--- src/sv/swr_pkg.sv ---
`timescale 1ns / 1ps

package swr_pkg;

  // Field widths fixed by the header format
  localparam int ADDR_W   = 32;
  localparam int PORT_W   = 16;
  localparam int ID_W     = 16;
  localparam int OFF_W    = 32;
  localparam int PLEN_W   = 10;
  localparam int CFG_IDX_W = 2;
  localparam int CFG_DATA_W = 32;

  // Largest payload a segment may carry; longer lengths are clipped
  localparam logic [PLEN_W-1:0] MAX_PAYLOAD = PLEN_W'(512);

  // Configuration register indexes
  localparam logic [CFG_IDX_W-1:0] REG_PEER_BOUND   = 2'd0;
  localparam logic [CFG_IDX_W-1:0] REG_PEER_ADDRESS = 2'd1;
  localparam logic [CFG_IDX_W-1:0] REG_PEER_PORT    = 2'd2;

  // Result verdicts
  typedef enum logic [2:0] {
    VERDICT_WRONG_PEER = 3'd0,
    VERDICT_ACK_FWD    = 3'd1,
    VERDICT_INVALID    = 3'd2,
    VERDICT_IGNORED    = 3'd3,
    VERDICT_APPENDED   = 3'd4,
    VERDICT_DUPLICATE  = 3'd5
  } verdict_t;

  // Classification made by the front end, independent of receiver state
  typedef enum logic [1:0] {
    CLS_WRONG_PEER = 2'd0,
    CLS_ACK        = 2'd1,
    CLS_INVALID    = 2'd2,
    CLS_DATA       = 2'd3
  } cls_t;

  typedef struct packed {
    logic [ADDR_W-1:0] source_address;
    logic [PORT_W-1:0] source_port;
    logic              is_ack;
    logic [ID_W-1:0]   message_id;
    logic [OFF_W-1:0]  byte_offset;
    logic [OFF_W-1:0]  total_bytes;
    logic [PLEN_W-1:0] payload_bytes;
  } in_beat_t;

  typedef struct packed {
    verdict_t         verdict;
    logic             ack_due;
    logic             ack_to_source;
    logic [OFF_W-1:0] append_offset;
    logic             message_done;
    logic [OFF_W-1:0] gathered_bytes;
  } out_beat_t;

  // Classified header passed from front to back through the queue
  typedef struct packed {
    cls_t              cls;
    logic [ID_W-1:0]   message_id;
    logic [OFF_W-1:0]  byte_offset;
    logic [OFF_W-1:0]  end_offset;   // low bits of offset + clipped length
    logic              completes;    // total <= offset + length, no wrap
    logic [PLEN_W-1:0] plen;         // clipped payload length
  } cmd_t;

  typedef struct packed {
    logic                 bound;
    logic [ADDR_W-1:0]    address;
    logic [PORT_W-1:0]    port;
  } peer_cfg_t;

endpackage

--- src/sv/stop_and_wait_reassembly_receiver_core.sv ---
`timescale 1ns / 1ps

// Stop-and-wait reassembly receiver: takes one datagram header per beat and
// returns exactly one result beat per header, in order, giving the verdict,
// whether and where to send an acknowledgment, where the payload is appended
// and whether the message completes. Sustained rate is one header per cycle
// unless a stall holds it. The front end classifies headers against the
// peer configuration and feeds a two-entry queue; the back end pops it,
// updating the receiver state and result register once per cycle, so a
// stalled output holds at most two further headers before in_stall rises.
// The user must write peer registers through cfg_wr_en / cfg_index /
// cfg_wdata only while no header is in flight; the block does not enforce it.
// Index 0 is peer_bound, 1 peer_address, 2 peer_port, others are ignored.
module stop_and_wait_reassembly_receiver_core (
  input  logic                                clk,
  input  logic                                rst_n,
  input  logic                                in_valid,
  output logic                                in_stall,
  input  swr_pkg::in_beat_t                   in_data,
  output logic                                out_valid,
  input  logic                                out_stall,
  output swr_pkg::out_beat_t                  out_data,
  input  logic                                cfg_wr_en,
  input  logic [swr_pkg::CFG_IDX_W-1:0]       cfg_index,
  input  logic [swr_pkg::CFG_DATA_W-1:0]      cfg_wdata
);

  swr_pkg::peer_cfg_t peer_r;
  logic               push, pop, q_full, q_valid;
  swr_pkg::cmd_t      push_cmd, q_head;

  // Peer configuration registers
  always_ff @(posedge clk) begin
    if (!rst_n) begin
      peer_r <= '0;
    end else if (cfg_wr_en) begin
      unique case (cfg_index)
        swr_pkg::REG_PEER_BOUND:   peer_r.bound   <= cfg_wdata[0];
        swr_pkg::REG_PEER_ADDRESS: peer_r.address <= cfg_wdata[swr_pkg::ADDR_W-1:0];
        swr_pkg::REG_PEER_PORT:    peer_r.port    <= cfg_wdata[swr_pkg::PORT_W-1:0];
        default: ;
      endcase
    end
  end

  swr_front u_front (
    .in_valid (in_valid),
    .in_stall (in_stall),
    .in_data  (in_data),
    .peer     (peer_r),
    .q_full   (q_full),
    .push     (push),
    .push_cmd (push_cmd)
  );

  swr_queue u_queue (
    .clk      (clk),
    .rst_n    (rst_n),
    .push     (push),
    .push_cmd (push_cmd),
    .pop      (pop),
    .q_full   (q_full),
    .q_valid  (q_valid),
    .q_head   (q_head)
  );

  swr_back u_back (
    .clk        (clk),
    .rst_n      (rst_n),
    .peer_bound (peer_r.bound),
    .q_valid    (q_valid),
    .q_head     (q_head),
    .pop        (pop),
    .out_valid  (out_valid),
    .out_stall  (out_stall),
    .out_data   (out_data)
  );

endmodule

--- src/sv/swr_front.sv ---
`timescale 1ns / 1ps

module swr_front (
  input  logic              in_valid,
  output logic              in_stall,
  input  swr_pkg::in_beat_t in_data,
  input  swr_pkg::peer_cfg_t peer,
  input  logic              q_full,
  output logic              push,
  output swr_pkg::cmd_t     push_cmd
);

  logic [swr_pkg::PLEN_W-1:0] plen;
  logic [swr_pkg::OFF_W:0]    end_wide;
  logic                       mismatch;
  logic                       first_seg;

  // Handshake: a beat is taken whenever the queue has room
  assign in_stall = q_full;
  assign push     = in_valid & ~q_full;

  // Clip payload length, form the segment end without wrap
  always_comb begin
    plen = (in_data.payload_bytes > swr_pkg::MAX_PAYLOAD) ?
           swr_pkg::MAX_PAYLOAD : in_data.payload_bytes;
    end_wide = {1'b0, in_data.byte_offset} +
               {{(swr_pkg::OFF_W + 1 - swr_pkg::PLEN_W){1'b0}}, plen};
  end

  // State-independent classification
  always_comb begin
    mismatch  = peer.bound && (in_data.source_address != peer.address ||
                               in_data.source_port != peer.port);
    first_seg = !peer.bound && (in_data.byte_offset == '0) &&
                ({{(swr_pkg::OFF_W - swr_pkg::PLEN_W){1'b0}}, plen} < in_data.total_bytes);

    push_cmd.message_id  = in_data.message_id;
    push_cmd.byte_offset = in_data.byte_offset;
    push_cmd.end_offset  = end_wide[swr_pkg::OFF_W-1:0];
    push_cmd.completes   = ({1'b0, in_data.total_bytes} <= end_wide);
    push_cmd.plen        = plen;

    if (mismatch) begin
      push_cmd.cls = swr_pkg::CLS_WRONG_PEER;
    end else if (in_data.is_ack) begin
      push_cmd.cls = swr_pkg::CLS_ACK;
    end else if (first_seg) begin
      push_cmd.cls = swr_pkg::CLS_INVALID;
    end else begin
      push_cmd.cls = swr_pkg::CLS_DATA;
    end
  end

endmodule

--- src/sv/swr_queue.sv ---
`timescale 1ns / 1ps

module swr_queue (
  input  logic          clk,
  input  logic          rst_n,
  input  logic          push,
  input  swr_pkg::cmd_t push_cmd,
  input  logic          pop,
  output logic          q_full,
  output logic          q_valid,
  output swr_pkg::cmd_t q_head
);

  swr_pkg::cmd_t slot_r [2];
  logic          wr_ptr_r, wr_ptr_nxt;
  logic          rd_ptr_r, rd_ptr_nxt;
  logic [1:0]    count_r, count_nxt;

  assign q_full  = (count_r == 2'd2);
  assign q_valid = (count_r != 2'd0);
  assign q_head  = slot_r[rd_ptr_r];

  // Pointer and fill bookkeeping
  always_comb begin
    wr_ptr_nxt = push ? ~wr_ptr_r : wr_ptr_r;
    rd_ptr_nxt = pop ? ~rd_ptr_r : rd_ptr_r;
    count_nxt  = count_r + {1'b0, push} - {1'b0, pop};
  end

  always_ff @(posedge clk) begin
    if (!rst_n) begin
      wr_ptr_r <= 1'b0;
      rd_ptr_r <= 1'b0;
      count_r  <= 2'd0;
    end else begin
      wr_ptr_r <= wr_ptr_nxt;
      rd_ptr_r <= rd_ptr_nxt;
      count_r  <= count_nxt;
    end
  end

  // Entry storage, no reset needed
  always_ff @(posedge clk) begin
    if (push) begin
      slot_r[wr_ptr_r] <= push_cmd;
    end
  end

`ifndef SYNTH
  a_no_pop_empty: assert property (@(posedge clk) disable iff (!rst_n)
    pop |-> q_valid) else $error("queue popped while empty");
  a_no_push_full: assert property (@(posedge clk) disable iff (!rst_n)
    push |-> (!q_full || pop) && count_r != 2'd3)
    else $error("queue overrun");
`endif

endmodule

--- src/sv/swr_back.sv ---
`timescale 1ns / 1ps

module swr_back (
  input  logic               clk,
  input  logic               rst_n,
  input  logic               peer_bound,
  input  logic               q_valid,
  input  swr_pkg::cmd_t      q_head,
  output logic               pop,
  output logic               out_valid,
  input  logic               out_stall,
  output swr_pkg::out_beat_t out_data
);

  typedef enum logic {
    ST_IDLE,
    ST_RECV
  } state_t;

  state_t                   state_r, state_nxt;
  logic [swr_pkg::ID_W-1:0] cur_id_r, cur_id_nxt;
  logic [swr_pkg::OFF_W-1:0] last_off_r, last_off_nxt;
  logic [swr_pkg::OFF_W-1:0] next_off_r, next_off_nxt;
  logic [swr_pkg::OFF_W-1:0] gathered_r, gathered_nxt;
  logic                     out_valid_r, out_valid_nxt;
  swr_pkg::out_beat_t       out_data_r, res;
  logic [swr_pkg::OFF_W-1:0] plen_ext;
  logic [swr_pkg::OFF_W-1:0] gathered_sum;

  // Take the next command whenever the output register is free or draining
  assign pop       = q_valid & (~out_valid_r | ~out_stall);
  assign out_valid = out_valid_r;
  assign out_data  = out_data_r;

  // Receiver decision for the head command
  always_comb begin
    plen_ext     = {{(swr_pkg::OFF_W - swr_pkg::PLEN_W){1'b0}}, q_head.plen};
    gathered_sum = gathered_r + plen_ext;

    state_nxt    = state_r;
    cur_id_nxt   = cur_id_r;
    last_off_nxt = last_off_r;
    next_off_nxt = next_off_r;
    gathered_nxt = gathered_r;

    res.verdict       = swr_pkg::VERDICT_IGNORED;
    res.ack_due       = 1'b0;
    res.ack_to_source = 1'b0;
    res.append_offset = '0;
    res.message_done  = 1'b0;

    unique case (q_head.cls)
      swr_pkg::CLS_WRONG_PEER: res.verdict = swr_pkg::VERDICT_WRONG_PEER;
      swr_pkg::CLS_ACK:        res.verdict = swr_pkg::VERDICT_ACK_FWD;
      swr_pkg::CLS_INVALID:    res.verdict = swr_pkg::VERDICT_INVALID;
      default: begin
        if (state_r == ST_IDLE) begin
          // only offset zero opens a message
          if (q_head.byte_offset == '0) begin
            cur_id_nxt        = q_head.message_id;
            last_off_nxt      = '0;
            next_off_nxt      = plen_ext;
            gathered_nxt      = plen_ext;
            res.verdict       = swr_pkg::VERDICT_APPENDED;
            res.ack_due       = 1'b1;
            res.ack_to_source = 1'b1;
            if (q_head.completes) begin
              res.message_done = 1'b1;
            end else begin
              state_nxt = ST_RECV;
            end
          end
        end else if (q_head.message_id == cur_id_r) begin
          if (q_head.byte_offset == next_off_r) begin
            // in-order segment
            last_off_nxt      = q_head.byte_offset;
            next_off_nxt      = q_head.end_offset;
            res.append_offset = gathered_r;
            gathered_nxt      = gathered_sum;
            res.verdict       = swr_pkg::VERDICT_APPENDED;
            res.ack_due       = peer_bound;
            if (q_head.completes) begin
              res.message_done = 1'b1;
              state_nxt        = ST_IDLE;
            end
          end else if (q_head.byte_offset == last_off_r) begin
            res.verdict = swr_pkg::VERDICT_DUPLICATE;
            res.ack_due = peer_bound;
          end
        end
      end
    endcase

    res.gathered_bytes = gathered_nxt;
    if (res.message_done) begin
      gathered_nxt = '0;
    end

    out_valid_nxt = pop ? 1'b1 : (out_valid_r & out_stall);
  end

  // Receiver state and result register
  always_ff @(posedge clk) begin
    if (!rst_n) begin
      state_r     <= ST_IDLE;
      cur_id_r    <= '0;
      last_off_r  <= '0;
      next_off_r  <= '0;
      gathered_r  <= '0;
      out_valid_r <= 1'b0;
    end else begin
      out_valid_r <= out_valid_nxt;
      if (pop) begin
        state_r    <= state_nxt;
        cur_id_r   <= cur_id_nxt;
        last_off_r <= last_off_nxt;
        next_off_r <= next_off_nxt;
        gathered_r <= gathered_nxt;
        out_data_r <= res;
      end
    end
  end

`ifndef SYNTH
  a_done_is_append: assert property (@(posedge clk) disable iff (!rst_n)
    out_valid_r && out_data_r.message_done |->
      out_data_r.verdict == swr_pkg::VERDICT_APPENDED)
    else $error("completion without append");
  a_ack_dest: assert property (@(posedge clk) disable iff (!rst_n)
    out_valid_r && !out_data_r.ack_due |-> !out_data_r.ack_to_source)
    else $error("ack destination set without ack");
  a_done_resets: assert property (@(posedge clk) disable iff (!rst_n)
    pop && res.message_done |=> state_r == ST_IDLE && gathered_r == '0)
    else $error("receiver not back to idle after completion");
  a_hold_result: assert property (@(posedge clk) disable iff (!rst_n)
    out_valid_r && out_stall |-> !pop)
    else $error("result overwritten while stalled");
`endif

endmodule

--- config.mk ---
export PLATFORM = sky130hd
export DESIGN_NAME = stop_and_wait_reassembly_receiver_core
export DESIGN_NICKNAME = d
export VERILOG_FILES = /design/src/sv/swr_pkg.sv /design/src/sv/stop_and_wait_reassembly_receiver_core.sv /design/src/sv/swr_front.sv /design/src/sv/swr_queue.sv /design/src/sv/swr_back.sv
export SDC_FILE = /design/constraint.sdc
export NUM_CORES = 1
export LEC_CHECK = 0
export BUFFER_PORTS_ARGS = -buffer_cell sky130_fd_sc_hd__buf_2
export CAP_MARGIN = 20
export CORE_MARGIN = 5
export CORE_UTILIZATION = 37
export DETAILED_ROUTE_END_ITERATION = 10
export SYNTH_ARGS = -nofsm -noshare
export SYNTH_HDL_FRONTEND = slang
export SYNTH_HIERARCHICAL = 1
export SYNTH_SLANG_ARGS = --single-unit
--- constraint.sdc ---
create_clock -name clk -period 16.4 [get_ports clk]
set_input_delay 0.82 -clock clk [delete_from_list [all_inputs] [get_ports clk]]
set_output_delay 0.82 -clock clk [all_outputs]
set_load 0.02 [all_outputs]
==> flow_metrics.env <==
export IMPL_track_usage_pct=17.60
export IMPL_drt_iter0_markers=1107
export IMPL_cp_start_kind="register"
export IMPL_fin_skew_ps=26.38
export IMPL_cts_sink_count=424
export IMPL_synth_top_area_share_pct=35.95
export IMPL_cts_tree="yes"
export IMPL_io_pin_count=250
export IMPL_vdd_drop_max_mv=0.07514
export IMPL_ys_types=77
export IMPL_min_from="in_data[84]"
export IMPL_synth_edf_count=256
export IMPL_slowest_stage="nand4_1"
export IMPL_fin_crit_ps=5673
export IMPL_fin_nets=2308
export IMPL_layout_cells_most_common="edfxtp_1"
export IMPL_design_core_area_um2=57480
export IMPL_dp_hpwl_um=40640
export IMPL_layout_drive_gt1_share_pct=22.15
export IMPL_grt_overflow_total=0
export IMPL_grt_max_degree=94
export IMPL_synthTopCellsByArea="edfxtp_1 (36%), dfxtp_1 (16%), mux2_4 (4.9%), xnor2_1 (4.5%), mux2i_1 (4.0%)"
export IMPL_drtAntennaViolNets=0
export IMPL_via_count=15069
export IMPL_synth_cells=1888
export IMPL_crit_chain="buf_4 > mux2_4 > xnor2_1 > nand4_1 > nor4_4 > nand4_1 > a21oi_4 > buf_4 > nand3_1 > a21oi_1"
export IMPL_fill_cells=5457
export IMPL_crit_arrival_ps=6170
export IMPL_multi_input_area_um2=9339
export IMPL_routed_wl_um=57150
export IMPL_timing_hold_ws_ps=430.6
export IMPL_hold_class="in2reg"
export IMPL_status="complete, no violations"
export IMPL_leakagePower_nw=9.167
export IMPL_ys_warn_count=6
export IMPL_setup_viol=0
export IMPL_dieArea_um2=62700
export IMPL_report_final_slew_viol_count=0
export IMPL_max_cap_violations=0
export IMPL_clock_fmax_ghz=0.1763
export IMPL_grt_pass1_vias=15015
export IMPL_yosysTopAreaCell="edfxtp_1"
export IMPL_cts_root_buf="clkbuf_16"
export IMPL_grt_pass1_wl_um=87490
export IMPL_grt_antenna_before_repair=6
export IMPL_synth_async_reset_ratio_pct=0
export IMPL_cts_inserted_buffers=47
export IMPL_setup_tns_ps=0
export IMPL_die_w_um=250.4
export IMPL_endpoint_kind="register"
export IMPL_initial_utilization_pct=37.20
export IMPL_dp_cells=2776
export IMPL_area_delta_synth_final_pct=14.73
export IMPL_regArea_um2=11060
export IMPL_cts_resized_gates=0
export IMPL_netlist_area_um2=21380
export IMPL_fin_util_pct=42.68
export IMPL_fin_crit_sh_pct=34.59
export IMPL_gp_congestion=0.9127
export IMPL_drtPass1Iterations=5
export IMPL_wl_per_cell_um=19.90
export IMPL_ctsHoldBuffers=0
export IMPL_cts_setup_buffers=0
export IMPL_hold_viol=0
export IMPL_portBuffers=249
export IMPL_critPathMaxFanout=73
export IMPL_max_stage_delay_ps=900
export IMPL_powerDensity_nw_per_um2=125.2
export IMPL_synth_main_ff_cell="edfxtp_1"
export IMPL_crit_type="reg2reg"
export IMPL_syn_avg_cell_area_um2=11.33
export IMPL_drt_drc_violations_left=0
export IMPL_htreeDepth=2
export IMPL_clockBufferDepth=3
export IMPL_avgViaCountPerCell=5.249
export IMPL_layout_common_cells="edfxtp_1 (256), buf_2 (249), nand2_1 (212)"
export IMPL_required_ps=16890
export IMPL_final_cells=2871
export IMPL_clk_pin_slew_ps=60
export IMPL_tightest_slew_ps=1117
export IMPL_max_slew_margin_rel_pct=25.54
export IMPL_ys_ff_latch=424
export IMPL_die_h_um=250.4
export IMPL_seq_area_frac_synth_pct=51.68
export IMPL_rsz0062_at_grt="false"
export IMPL_num_rows=88
export IMPL_syn_num_nets=2131
export IMPL_clk_latency_ps=600
[cells by family (layout without fill, tap and decap cells)]
kind of cell               after synthesis  after routing  share of synthesized area (%)
buffers and inverters                  181            397                          4.786
and+or+nand+nor                        593            593                          14.17
other                                    0              2                              0
muxes                                  180            180                          10.20
adders and majority gates               65             65                          3.874
DFF                                    424            424                          51.68
xor gates and xnor gates               185            185                          7.642
AOI/OAI and AO/OA                      260            260                          7.648
[final timing paths]
path              slack (ps)  cells past startpoint                            endpoint
setup / recovery       10730                     10  u_back/next_off_r[27]$_SDFFE_PN0P_
hold / removal           430                      1     u_queue/slot_r[0][85]$_DFFE_PP_
setup reg to reg       10730                     10  u_back/next_off_r[27]$_SDFFE_PN0P_
hold reg to reg          460                      2  u_back/last_off_r[16]$_SDFFE_PN0P_
[flip-flops by register name, indices dropped and copies added, names as in the netlist, named ones only]
register           count
peer_r                49
u_back/cur_id_r       16
u_back/gathered_r     32
u_back/last_off_r     32
u_back/next_off_r     32
u_back/out_data       70
u_back/out_valid       1
u_back/state_r         1
u_queue/count_r        2
u_queue/rd_ptr_r       1
u_queue/slot_r       186
u_queue/wr_ptr_r       1
[Yosys cell counts, types with 5 or more instances]
cell,n
xor2_1,74
inv_1,40
o211ai_1,7
nor3_1,17
a21o_1,11
buf_6,10
o31ai_1,5
a21oi_1,103
a211oi_1,22
or3_1,5
a31oi_1,10
a311oi_1,7
nand4_1,44
nand2_1,212
and4_1,8
nand3_1,80
clkbuf_1,51
ha_1,63
a22o_1,10
buf_4,52
nor2_1,72
and3_1,9
xnor2_1,110
mux2_4,70
dfxtp_1,168
nand2b_1,10
and2_1,36
o21ai_0,40
a22oi_1,5
o21a_1,6
buf_2,20
nor2b_1,17
edfxtp_1,256
mux2_2,24
mux2i_1,86
nor4_1,47
or4_1,9
[per-stage QoR]
step                      worst slack [ps]  power [mW]  instance area, um2
final                                10730       3.072               24530
after CTS                            10670       3.111               24480
after global routing                 10370       3.216               24530
after detailed placement             10700       2.019               22880
after global placement               10550       2.005               22840
after floorplan                      10650       1.817               21380
[critical path, delay by kind of cell (launching register included)]
family / cells / cell delay [ps]
buffers and inverters: 2 / 1490
XOR/XNOR: 1 / 290
AND/OR/NAND/NOR: 4 / 1840
multiplexers: 1 / 390
flip-flops: 1 / 860
AO/OA/AOI/OAI: 2 / 540
[routing by layer]
| metal | up-vias | track usage [%] | wire, um |
|---|---|---|---|
| li1 | 7167 | - | - |
| met1 | 7300 | 23.68 | 24660 |
| met3 | 98 | 2.700 | 3360 |
| met5 | - | 0 | 32 |
| met4 | 4 | 5.161 | 1384 |
| met2 | 500 | 29.56 | 27710 |
[power breakdown]
part / switching, mW / total [mW] / internal, mW
combinational: 0.412 / 0.686 / 0.274
sequential: 0.0477 / 1.31 / 1.26
clock: 0.437 / 1.08 / 0.641
total: 0.897 / 3.07 / 2.18
[cell type report]
type / instances / share of cell area [%]
sequential: 424 / 45.07
multi-input combinational: 1283 / 38.07
timing repair buffer: 268 / 5.773
clock buffer: 69 / 5.677
tap: 765 / 3.902
clock inverter: 19 / 0.8670
inverter: 41 / 0.6273
antenna: 2 / 0.02040
No activity file was read; power rests on OpenSTA's default activity.
